**src/flic_pkg.sv**
```systemverilog
// ----------------------------------------------------------------------------
// flic_pkg
// Shared types, codes and helpers for the animation chunk decoder.
// ----------------------------------------------------------------------------
package flic_pkg;

    // default geometry
    localparam int LINE_PITCH_DEF    = 320;
    localparam int FRAME_BYTES_DEF   = 64000;
    localparam int PALETTE_BYTES_DEF = 768;

    // saturation limit of internal pixel addresses
    localparam logic [16:0] ADDR_MAX = 17'h1FFFF;

    // chunk type codes
    localparam logic [15:0] CT_COLOR_256 = 16'h0004;
    localparam logic [15:0] CT_SS2       = 16'h0007;
    localparam logic [15:0] CT_COLOR_64  = 16'h000b;
    localparam logic [15:0] CT_LC        = 16'h000c;
    localparam logic [15:0] CT_BRUN      = 16'h000f;

    // request codes
    localparam logic REQ_START = 1'b0;
    localparam logic REQ_DATA  = 1'b1;

    // configuration register indexes
    localparam logic CFG_OWN_PAL = 1'b0;
    localparam logic CFG_HEIGHT  = 1'b1;

    // result kinds
    localparam logic [1:0] RK_FILL    = 2'd0;
    localparam logic [1:0] RK_PALETTE = 2'd1;
    localparam logic [1:0] RK_NOTICE  = 2'd2;

    // parser phase
    typedef enum logic [3:0] {
        PH_IDLE    = 4'd0,
        PH_HDR0    = 4'd1,
        PH_HDR1    = 4'd2,
        PH_HDR2    = 4'd3,
        PH_HDR3    = 4'd4,
        PH_LINE    = 4'd5,
        PH_LINE_HI = 4'd6,
        PH_SKIP    = 4'd7,
        PH_SIZE    = 4'd8,
        PH_RUN1    = 4'd9,
        PH_RUN2    = 4'd10,
        PH_LIT1    = 4'd11,
        PH_LIT2    = 4'd12,
        PH_PAL     = 4'd13
    } t_phase;

    // kind of chunk being parsed
    typedef enum logic [2:0] {
        AK_NONE = 3'd0,
        AK_PAL6 = 3'd1,
        AK_PAL8 = 3'd2,
        AK_LC   = 3'd3,
        AK_SS2  = 3'd4,
        AK_BRUN = 3'd5
    } t_akind;

    // saturate a wide address to 17 bits
    function automatic logic [16:0] sat_addr(input logic [31:0] v);
        return (v > 32'(ADDR_MAX)) ? ADDR_MAX : v[16:0];
    endfunction

endpackage

```
**src/flic_chunk_decoder.sv**
```systemverilog
// ----------------------------------------------------------------------------
// flic_chunk_decoder
// Streaming decoder of animation chunks into palette writes and pixel fills.
// ----------------------------------------------------------------------------
//  channel | direction | handshake               | payload
//  input   | in        | i_valid / o_stall       | req_type, chunk_type, data_byte
//  result  | out       | o_valid / i_stall       | kind, position, values, count, flags
//  config  | in        | i_cfg_valid / o_cfg_ready | cfg_index, cfg_data
//
//  one item per cycle while o_stall is low; its result shows in the cycle after it is accepted
//  the parser state updates in the accept cycle; the result register is the only stage
//  o_stall is high only while a result waits and the result side stalls
//  synchronous active-low reset clears the parser and the result valid flag
//  config is always ready
// ----------------------------------------------------------------------------
module flic_chunk_decoder #(
    parameter int LINE_PITCH    = flic_pkg::LINE_PITCH_DEF,
    parameter int FRAME_BYTES   = flic_pkg::FRAME_BYTES_DEF,
    parameter int PALETTE_BYTES = flic_pkg::PALETTE_BYTES_DEF
) (
    input  logic        i_clk,
    input  logic        i_rst_n,
    // input items
    input  logic        i_valid,
    output logic        o_stall,
    input  logic        i_req_type,
    input  logic [15:0] i_chunk_type,
    input  logic [7:0]  i_data_byte,
    // result items
    output logic        o_valid,
    input  logic        i_stall,
    output logic [1:0]  o_kind,
    output logic [15:0] o_position,
    output logic [7:0]  o_first_value,
    output logic [7:0]  o_second_value,
    output logic [7:0]  o_repeat_count,
    output logic        o_paired,
    output logic        o_clipped,
    // configuration
    input  logic        i_cfg_valid,
    output logic        o_cfg_ready,
    input  logic        i_cfg_index,
    input  logic [7:0]  i_cfg_data
);

    // configuration registers
    logic        r_own_pal;
    logic [7:0]  r_height;

    // parser state
    flic_pkg::t_phase r_phase,  n_phase;
    flic_pkg::t_akind r_akind,  n_akind;
    logic [15:0] r_line,    n_line;
    logic [15:0] r_lines,   n_lines;
    logic [15:0] r_packets, n_packets;
    logic [16:0] r_addr,    n_addr;
    logic [16:0] r_skip,    n_skip;
    logic [7:0]  r_lit,     n_lit;
    logic [7:0]  r_held,    n_held;
    logic [17:0] r_pal_left, n_pal_left;
    logic [9:0]  r_pal_pos, n_pal_pos;

    // result register
    logic        r_out_valid;
    logic [1:0]  r_kind;
    logic [15:0] r_pos;
    logic [7:0]  r_v1, r_v2, r_rep;
    logic        r_pair, r_clip;

    // result of the current item
    logic        res_valid;
    logic [1:0]  res_kind;
    logic [15:0] res_pos;
    logic [7:0]  res_v1, res_v2, res_rep;
    logic        res_pair, res_clip;

    logic in_acc;

    assign o_stall     = r_out_valid & i_stall;
    assign in_acc      = i_valid & ~o_stall;
    assign o_cfg_ready = 1'b1;

    // parser next state and result
    always_comb begin
        logic        f_begin, f_endpkt, f_endline, f_fill, f_litdec, f_pair;
        logic [15:0] beg_count, w, pk;
        logic [16:0] beg_extra;
        logic [7:0]  fv1, fv2, frep;
        logic [8:0]  pixels;
        logic [17:0] fend;
        logic        low, lit;
        logic [7:0]  lcount;

        f_begin   = 1'b0;
        f_endpkt  = 1'b0;
        f_endline = 1'b0;
        f_fill    = 1'b0;
        f_litdec  = 1'b0;
        f_pair    = 1'b0;
        beg_count = '0;
        beg_extra = '0;
        fv1       = '0;
        fv2       = '0;
        frep      = '0;
        pixels    = '0;
        fend      = '0;
        pk        = '0;
        w         = {i_data_byte, r_held};
        low       = ~i_data_byte[7];
        lit       = 1'b0;
        lcount    = '0;

        n_phase    = r_phase;
        n_akind    = r_akind;
        n_line     = r_line;
        n_lines    = r_lines;
        n_packets  = r_packets;
        n_addr     = r_addr;
        n_skip     = r_skip;
        n_lit      = r_lit;
        n_held     = r_held;
        n_pal_left = r_pal_left;
        n_pal_pos  = r_pal_pos;

        res_valid = 1'b0;
        res_kind  = flic_pkg::RK_FILL;
        res_pos   = '0;
        res_v1    = '0;
        res_v2    = '0;
        res_rep   = '0;
        res_pair  = 1'b0;
        res_clip  = 1'b0;

        if (i_req_type == flic_pkg::REQ_START) begin
            // chunk start
            n_phase = flic_pkg::PH_IDLE;
            n_akind = flic_pkg::AK_NONE;
            if (i_chunk_type == flic_pkg::CT_COLOR_64 ||
                i_chunk_type == flic_pkg::CT_COLOR_256) begin
                if (!r_own_pal) begin
                    n_akind = (i_chunk_type == flic_pkg::CT_COLOR_64) ?
                              flic_pkg::AK_PAL6 : flic_pkg::AK_PAL8;
                    n_phase = flic_pkg::PH_HDR0;
                end
            end else if (i_chunk_type == flic_pkg::CT_LC) begin
                n_akind = flic_pkg::AK_LC;
                n_phase = flic_pkg::PH_HDR0;
            end else if (i_chunk_type == flic_pkg::CT_SS2) begin
                n_akind = flic_pkg::AK_SS2;
                n_phase = flic_pkg::PH_HDR0;
                n_line  = '0;
                n_skip  = '0;
            end else if (i_chunk_type == flic_pkg::CT_BRUN) begin
                n_akind = flic_pkg::AK_BRUN;
                n_line  = '0;
                n_lines = 16'(r_height);
                n_phase = (r_height == 8'd0) ? flic_pkg::PH_IDLE : flic_pkg::PH_LINE;
            end else begin
                res_valid = 1'b1;
                res_kind  = flic_pkg::RK_NOTICE;
                res_pos   = i_chunk_type;
            end
        end else begin
            // data byte
            unique case (r_phase)
                flic_pkg::PH_HDR0: begin
                    n_held  = i_data_byte;
                    n_phase = flic_pkg::PH_HDR1;
                end
                flic_pkg::PH_HDR1: begin
                    if (r_akind == flic_pkg::AK_PAL6 || r_akind == flic_pkg::AK_PAL8) begin
                        n_pal_left = {2'b00, r_held, i_data_byte}
                                   + {1'b0, r_held, i_data_byte, 1'b0};
                        n_phase    = flic_pkg::PH_HDR2;
                    end else if (r_akind == flic_pkg::AK_LC) begin
                        n_line  = w;
                        n_phase = flic_pkg::PH_HDR2;
                    end else begin
                        n_lines = w;
                        n_phase = (w == 16'd0) ? flic_pkg::PH_IDLE : flic_pkg::PH_LINE;
                    end
                end
                flic_pkg::PH_HDR2: begin
                    n_held  = i_data_byte;
                    n_phase = flic_pkg::PH_HDR3;
                end
                flic_pkg::PH_HDR3: begin
                    if (r_akind == flic_pkg::AK_PAL6 || r_akind == flic_pkg::AK_PAL8) begin
                        n_pal_pos = '0;
                        n_phase   = (r_pal_left == 18'd0) ?
                                    flic_pkg::PH_IDLE : flic_pkg::PH_PAL;
                    end else begin
                        n_lines = w;
                        n_phase = (w == 16'd0) ? flic_pkg::PH_IDLE : flic_pkg::PH_LINE;
                    end
                end
                flic_pkg::PH_PAL: begin
                    if (r_pal_pos < 10'(PALETTE_BYTES)) begin
                        res_valid = 1'b1;
                        res_kind  = flic_pkg::RK_PALETTE;
                        res_pos   = 16'(r_pal_pos);
                        res_v1    = (r_akind == flic_pkg::AK_PAL8) ?
                                    {2'b00, i_data_byte[7:2]} : i_data_byte;
                        n_pal_pos = r_pal_pos + 10'd1;
                    end
                    n_pal_left = r_pal_left - 18'd1;
                    if (r_pal_left == 18'd1) n_phase = flic_pkg::PH_IDLE;
                end
                flic_pkg::PH_LINE: begin
                    if (r_akind == flic_pkg::AK_SS2) begin
                        n_held  = i_data_byte;
                        n_phase = flic_pkg::PH_LINE_HI;
                    end else begin
                        f_begin   = 1'b1;
                        beg_count = 16'(i_data_byte);
                    end
                end
                flic_pkg::PH_LINE_HI: begin
                    if (w[15]) begin
                        n_skip  = flic_pkg::sat_addr(32'(r_skip)
                                  + (32'h10000 - 32'(w)) * 32'(LINE_PITCH));
                        n_phase = flic_pkg::PH_LINE;
                    end else begin
                        f_begin   = 1'b1;
                        beg_count = w;
                        beg_extra = r_skip;
                    end
                end
                flic_pkg::PH_SKIP: begin
                    n_addr  = flic_pkg::sat_addr(32'(r_addr) + 32'(i_data_byte));
                    n_phase = flic_pkg::PH_SIZE;
                end
                flic_pkg::PH_SIZE: begin
                    lit    = (r_akind == flic_pkg::AK_BRUN) ? ~low : low;
                    lcount = low ? i_data_byte : (~i_data_byte + 8'd1);
                    n_lit  = lcount;
                    if (lit) begin
                        if (lcount == 8'd0) f_endpkt = 1'b1;
                        else n_phase = flic_pkg::PH_LIT1;
                    end else begin
                        n_phase = flic_pkg::PH_RUN1;
                    end
                end
                flic_pkg::PH_RUN1: begin
                    if (r_akind == flic_pkg::AK_SS2) begin
                        n_held  = i_data_byte;
                        n_phase = flic_pkg::PH_RUN2;
                    end else begin
                        f_fill   = 1'b1;
                        fv1      = i_data_byte;
                        frep     = r_lit;
                        f_endpkt = 1'b1;
                    end
                end
                flic_pkg::PH_RUN2: begin
                    f_fill   = 1'b1;
                    f_pair   = 1'b1;
                    fv1      = r_held;
                    fv2      = i_data_byte;
                    frep     = r_lit;
                    f_endpkt = 1'b1;
                end
                flic_pkg::PH_LIT1: begin
                    if (r_akind == flic_pkg::AK_SS2) begin
                        n_held  = i_data_byte;
                        n_phase = flic_pkg::PH_LIT2;
                    end else begin
                        f_fill   = 1'b1;
                        fv1      = i_data_byte;
                        frep     = 8'd1;
                        f_litdec = 1'b1;
                    end
                end
                flic_pkg::PH_LIT2: begin
                    f_fill   = 1'b1;
                    f_pair   = 1'b1;
                    fv1      = r_held;
                    fv2      = i_data_byte;
                    frep     = 8'd1;
                    f_litdec = 1'b1;
                end
                default: begin
                end
            endcase
        end

        // pixel fill command
        if (f_fill) begin
            pixels    = f_pair ? {frep, 1'b0} : {1'b0, frep};
            fend      = 18'(r_addr) + 18'(pixels);
            res_valid = 1'b1;
            res_kind  = flic_pkg::RK_FILL;
            res_pos   = r_addr[16] ? 16'hFFFF : r_addr[15:0];
            res_v1    = fv1;
            res_v2    = fv2;
            res_rep   = frep;
            res_pair  = f_pair;
            res_clip  = fend > 18'(FRAME_BYTES);
            n_addr    = flic_pkg::sat_addr(32'(fend));
        end

        // literal countdown
        if (f_litdec) begin
            n_lit = r_lit - 8'd1;
            if (r_lit == 8'd1) f_endpkt = 1'b1;
            else n_phase = flic_pkg::PH_LIT1;
        end

        // line start
        if (f_begin) begin
            n_packets = beg_count;
            n_addr    = flic_pkg::sat_addr(32'(r_line) * 32'(LINE_PITCH) + 32'(beg_extra));
            if (beg_count == 16'd0) f_endline = 1'b1;
            else n_phase = (r_akind == flic_pkg::AK_BRUN) ?
                           flic_pkg::PH_SIZE : flic_pkg::PH_SKIP;
        end

        // packet end
        if (f_endpkt) begin
            pk        = r_packets - 16'd1;
            n_packets = pk;
            if (pk == 16'd0) f_endline = 1'b1;
            else n_phase = (r_akind == flic_pkg::AK_BRUN) ?
                           flic_pkg::PH_SIZE : flic_pkg::PH_SKIP;
        end

        // line end
        if (f_endline) begin
            n_lines = r_lines - 16'd1;
            if (r_line != 16'hFFFF) n_line = r_line + 16'd1;
            n_phase = (r_lines == 16'd1) ? flic_pkg::PH_IDLE : flic_pkg::PH_LINE;
        end

        // bytes while idle are dropped
        if (i_req_type == flic_pkg::REQ_DATA && r_phase == flic_pkg::PH_IDLE) begin
            res_valid = 1'b0;
        end
    end

    // configuration registers
    always_ff @(posedge i_clk) begin
        if (!i_rst_n) begin
            r_own_pal <= 1'b0;
            r_height  <= 8'd200;
        end else if (i_cfg_valid && o_cfg_ready) begin
            if (i_cfg_index == flic_pkg::CFG_OWN_PAL) r_own_pal <= i_cfg_data[0];
            if (i_cfg_index == flic_pkg::CFG_HEIGHT)  r_height  <= i_cfg_data;
        end
    end

    // parser state registers
    always_ff @(posedge i_clk) begin
        if (!i_rst_n) begin
            r_phase    <= flic_pkg::PH_IDLE;
            r_akind    <= flic_pkg::AK_NONE;
            r_line     <= '0;
            r_lines    <= '0;
            r_packets  <= '0;
            r_addr     <= '0;
            r_skip     <= '0;
            r_lit      <= '0;
            r_held     <= '0;
            r_pal_left <= '0;
            r_pal_pos  <= '0;
        end else if (in_acc) begin
            r_phase    <= n_phase;
            r_akind    <= n_akind;
            r_line     <= n_line;
            r_lines    <= n_lines;
            r_packets  <= n_packets;
            r_addr     <= n_addr;
            r_skip     <= n_skip;
            r_lit      <= n_lit;
            r_held     <= n_held;
            r_pal_left <= n_pal_left;
            r_pal_pos  <= n_pal_pos;
        end
    end

    // result register valid
    always_ff @(posedge i_clk) begin
        if (!i_rst_n) begin
            r_out_valid <= 1'b0;
        end else if (in_acc) begin
            r_out_valid <= res_valid;
        end else if (!i_stall) begin
            r_out_valid <= 1'b0;
        end
    end

    // result register payload
    always_ff @(posedge i_clk) begin
        if (in_acc && res_valid) begin
            r_kind <= res_kind;
            r_pos  <= res_pos;
            r_v1   <= res_v1;
            r_v2   <= res_v2;
            r_rep  <= res_rep;
            r_pair <= res_pair;
            r_clip <= res_clip;
        end
    end

    assign o_valid        = r_out_valid;
    assign o_kind         = r_kind;
    assign o_position     = r_pos;
    assign o_first_value  = r_v1;
    assign o_second_value = r_v2;
    assign o_repeat_count = r_rep;
    assign o_paired       = r_pair;
    assign o_clipped      = r_clip;

endmodule

```
**config.mk**
```make
export PLATFORM = sky130hd
export DESIGN_NAME = flic_chunk_decoder
export DESIGN_NICKNAME = d
export VERILOG_FILES = /design/src/flic_pkg.sv /design/src/flic_chunk_decoder.sv
export SDC_FILE = /design/constraint.sdc
export NUM_CORES = 1
export LEC_CHECK = 0
export BUFFER_PORTS_ARGS = -buffer_cell sky130_fd_sc_hd__buf_2
export CORE_AREA = 2 2 234 144
export CTS_BUF_LIST = sky130_fd_sc_hd__clkbuf_8
export CTS_CLUSTER_DIAMETER = 60
export CTS_CLUSTER_SIZE = 30
export DETAILED_ROUTE_END_ITERATION = 7
export DIE_AREA = 0 0 236 146
export PLACE_DENSITY = 0.69
export SYNTH_ARGS = -nofsm -noshare
export SYNTH_HDL_FRONTEND = slang
export SYNTH_SLANG_ARGS = --single-unit
```
**constraint.sdc**
```tcl
create_clock -name i_clk -period 7.39 [get_ports i_clk]
set_input_delay 0.739 -clock i_clk [delete_from_list [all_inputs] [get_ports i_clk]]
set_output_delay 0.739 -clock i_clk [all_outputs]
set_load 0.02 [all_outputs]
```
==> impl_metrics.csv <==
group,metric,value,unit
cts,cts.sinks,182,
yosys,yosys_warnings,0,
grt,grt_max_degree,68,
timing,hold_violations,0,
run_status,status,"finished clean",
worst_setup_path,worstReg2RegStart,"r_held[2]",
floorplanning,rows,51,
yosys,netlist_instances,2097,
drt,routedWlPerCell,20.6,microns
cts,ctsHoldBuffers,0,
layout,syn_to_final_growth,6.79,%
power,vdd_drop_max,100,uV
cts,clk_latency,0.52,ns
layout,fillers,3123,
drt,via_count,16300,
yosys,synthesis.area,15900,sq um
worst_setup_path,crit_cells,18,
drt,drt_iter0_drc,1941,
grt,antenna_found_initial,1,
worst_setup_path,cp_num_buf_inv,1,
grt,grt_overflow,0,
grt,grt_usage,0.298,
drt,detail-route-antenna-nets,0,
min_path,hold_path.class,"in2reg",
placed_design,io_buffers,84,
timing,worst_slack,2.10,ns
cts,cts_resized,0,
drt,vias_per_cell,6.40,
floorplanning,fp.dieW,236,microns
floorplanning,die_h,146,microns
drt,drt-total-wl,52.3,mm
worst_setup_path,worstSetupPathType,"reg2reg",
worst_setup_path,required,7.80,ns
power,power_density,132,nW/um^2
worst_setup_path,cpMaxStageDelayCell,"dfxtp_1",
grt,grt_pass1_vias,14600,
floorplanning,initial_core_util,0.496,
cts,h-tree-depth,4,
yosys,ys_seq_elements,182,
timing,period_needed,5.29,ns
worst_setup_path,crit_fanout,12,
timing,slew_headroom,0.234,
floorplanning,core_area,32100,sq um
timing,fmax,189,MHz
timing,setup_viol,0,
min_path,min_from,"i_cfg_data[6]",
cts,cts_inserted_buffers,17,
timing,rsz0062_at_grt,"no",
worst_setup_path,worst_r2r_endpoint,"r_skip[10]",
worst_setup_path,cp_cell_sequence,"inv_1 > ha_1 > nor2b_1 > nand3_1 > nor3_1 > nand3_1 > xnor2_1 > ha_1 > ha_1 > nand2_1 > o21ai_1 > xnor2_1 > a211oi_1 > o211ai_1 > a31o_2 > nand3_1 > nand2_1 > a311oi_1",
min_path,min_to,"r_height[6]",
worst_setup_path,crit_path_start_kind,"flip-flop",
yosys,synth_nets,2282,
worst_setup_path,critPathMaxStageDelay,0.50,ns
cts,clock_path_buffers,2,
yosys,synth_edf_count,44,
layout,nets,2293,
worst_setup_path,cp_data_arrival_time,5.70,ns
grt,grt_first_pass_wirelength,82.1,mm
timing,finClkSkew,0.0300,ns
worst_setup_path,end_kind,"flip-flop",
cts,post-cts-setup-buffers,0,
yosys,async_flop_share,0,
worst_setup_path,cpLargestDelayFamily,"simple AND/OR/NAND/NOR gates",
layout,drive_gt1_frac,0.0901,
power,leakage,6.96,nW
cts,root_buffer,"clkbuf_8",
timing,tightest_slew,1.14,ns
drt,drc,0,
placed_design,post-dp-hpwl,38.8,mm
floorplanning,pin_count,86,
placed_design,pre_cts_ws,2.08,ns
floorplanning,die_area,34500,sq um
timing,drv_slew,0,
yosys,yosysUniqueCellTypes,96,
timing,post-route-period-util,0.716,
worst_setup_path,r2r_setup_slack,2.10,ns
placed_design,gp_congestion,0.985,
cts,cts_tree,"yes",
yosys,synth-seq-area-share,0.256,
job,maxCapViolations,0,
yosys,syn_avg_cell_area,7.59,sq um
drt,drt_first_pass_iters,5,
min_path,hold_depth,3,
cts,clk_pin_slew,0.10,ns
timing,setup_tns,0,ns
yosys,ys.flop_type,"dfxtp_1",
worst_setup_path,reg2reg_depth,18,
tightest hold or removal path, stage by stage:
cell     delay, ns
buf_2         0.08
nand2_1       0.04
nand3_1       0.06
synthesized netlist by cell type, drive strengths merged (13+ instances only):
| library cell | number | area [sq um] |
|---|---|---|
| a211oi | 29 | 238 |
| a21o | 25 | 188 |
| a21oi | 228 | 1150 |
| a221oi | 14 | 140 |
| a22oi | 24 | 180 |
| a31oi | 21 | 146 |
| and2 | 24 | 150 |
| and3 | 34 | 213 |
| buf | 24 | 124 |
| clkbuf | 87 | 327 |
| dfxtp | 138 | 2760 |
| edfxtp | 44 | 1320 |
| ha | 139 | 1740 |
| inv | 87 | 327 |
| nand2 | 208 | 781 |
| nand2b | 32 | 208 |
| nand3 | 77 | 385 |
| nand4 | 20 | 125 |
| nor2 | 199 | 747 |
| nor2b | 29 | 184 |
| nor3 | 63 | 320 |
| nor4 | 23 | 178 |
| o211ai | 13 | 97.6 |
| o21a | 18 | 150 |
| o21ai | 158 | 798 |
| o21bai | 14 | 113 |
| o22ai | 25 | 156 |
| or2 | 13 | 81.3 |
| or3 | 21 | 131 |
| xnor2 | 69 | 604 |
| xor2 | 25 | 219 |
state kept, by name (all words and copies together), names as in the netlist, 2 cells and up:
name and cells:
r_pal_left 18, o_second_value 8, r_lit 8, o_repeat_count 8, r_skip 12, r_packets 16
r_line 16, r_akind 3, r_held 8, r_phase 4, r_addr 17, o_first_value 8
o_position 16, r_pal_pos 10, r_lines 16, r_height 8, o_kind 2
through the flow:
stage                     utilization  cell area [sq um]  instances  total power, mW  hold WS (ns)
after floorplan                     -              15900       2097             1.37         0.434
after global placement          0.517              16600       2513             1.49         0.451
after detailed placement        0.517              16600       2513             1.49         0.467
after CTS                       0.530              17000       2545             2.24         0.410
after global routing            0.530              17000       2545             2.33         0.423
final                           0.530              17000       2546             2.24         0.438
worst max-delay path by stage:
stage,startpoint,end,slack (ns)
6_report,r_held[2],r_skip[10],2.10
5_1_grt,r_phase[2],r_addr[11],1.68
4_1_cts,r_phase[2],r_addr[11],2.19
3_5_place_dp,i_data_byte[7],r_addr[11],2.08
3_3_place_gp,i_data_byte[7],r_addr[11],2.25
2_1_floorplan,i_req_type,o_clipped,1.58
power breakdown:
part	internal, mW	switching [mW]
Clock	0.315	0.443
Sequential	1.03	0.0139
Combinational	0.155	0.285
logic make-up (layout without fill, tap and decap cells):
kind of cell / after synthesis / after routing / synth area share
AOI/OAI and AO/OA: 691 / 691 / 0.281
adders and majority gates: 146 / 146 / 0.118
muxes: 13 / 13 / 0.00833
buffers and inverters: 200 / 224 / 0.0493
DFF: 182 / 182 / 0.256
and+or+nand+nor: 770 / 770 / 0.235
other: 1 / 2 / 0.000236
xor gates and xnor gates: 94 / 94 / 0.0517
cell usage in the layout (no fill, tap or decap), drive strengths merged, types with 32 or more instances in the layout:
cell type / Yosys / layout
a21oi: 228 / 228
nand2: 208 / 208
nor2: 199 / 199
o21ai: 158 / 158
ha: 139 / 139
dfxtp: 138 / 138
buf: 24 / 103
inv: 87 / 95
nand3: 77 / 77
xnor2: 69 / 69
nor3: 63 / 63
edfxtp: 44 / 44
and3: 34 / 34
nand2b: 32 / 32
metal layers:
metal	vias up	GRT usage	part of all wire
met5	-	0	0
met4	0	0.0650	0.017
met3	75	0.0607	0.097
met2	785	0.416	0.40
li1	7725	-	-
met1	7705	0.463	0.48
layout make-up:
cell class | instances | area, sq um | area share
Antenna cell | 1 | 2.50 | 0.000147
Clock buffer | 17 | 234 | 0.0138
Clock inverter | 15 | 184 | 0.0108
Inverter | 89 | 334 | 0.0196
Multi-Input combinational cell | 1715 | 11100 | 0.651
Sequential cell | 182 | 4080 | 0.240
Tap cell | 424 | 531 | 0.0312
Timing Repair Buffer | 103 | 563 | 0.0331
No activity file was read; power rests on OpenSTA's default activity.
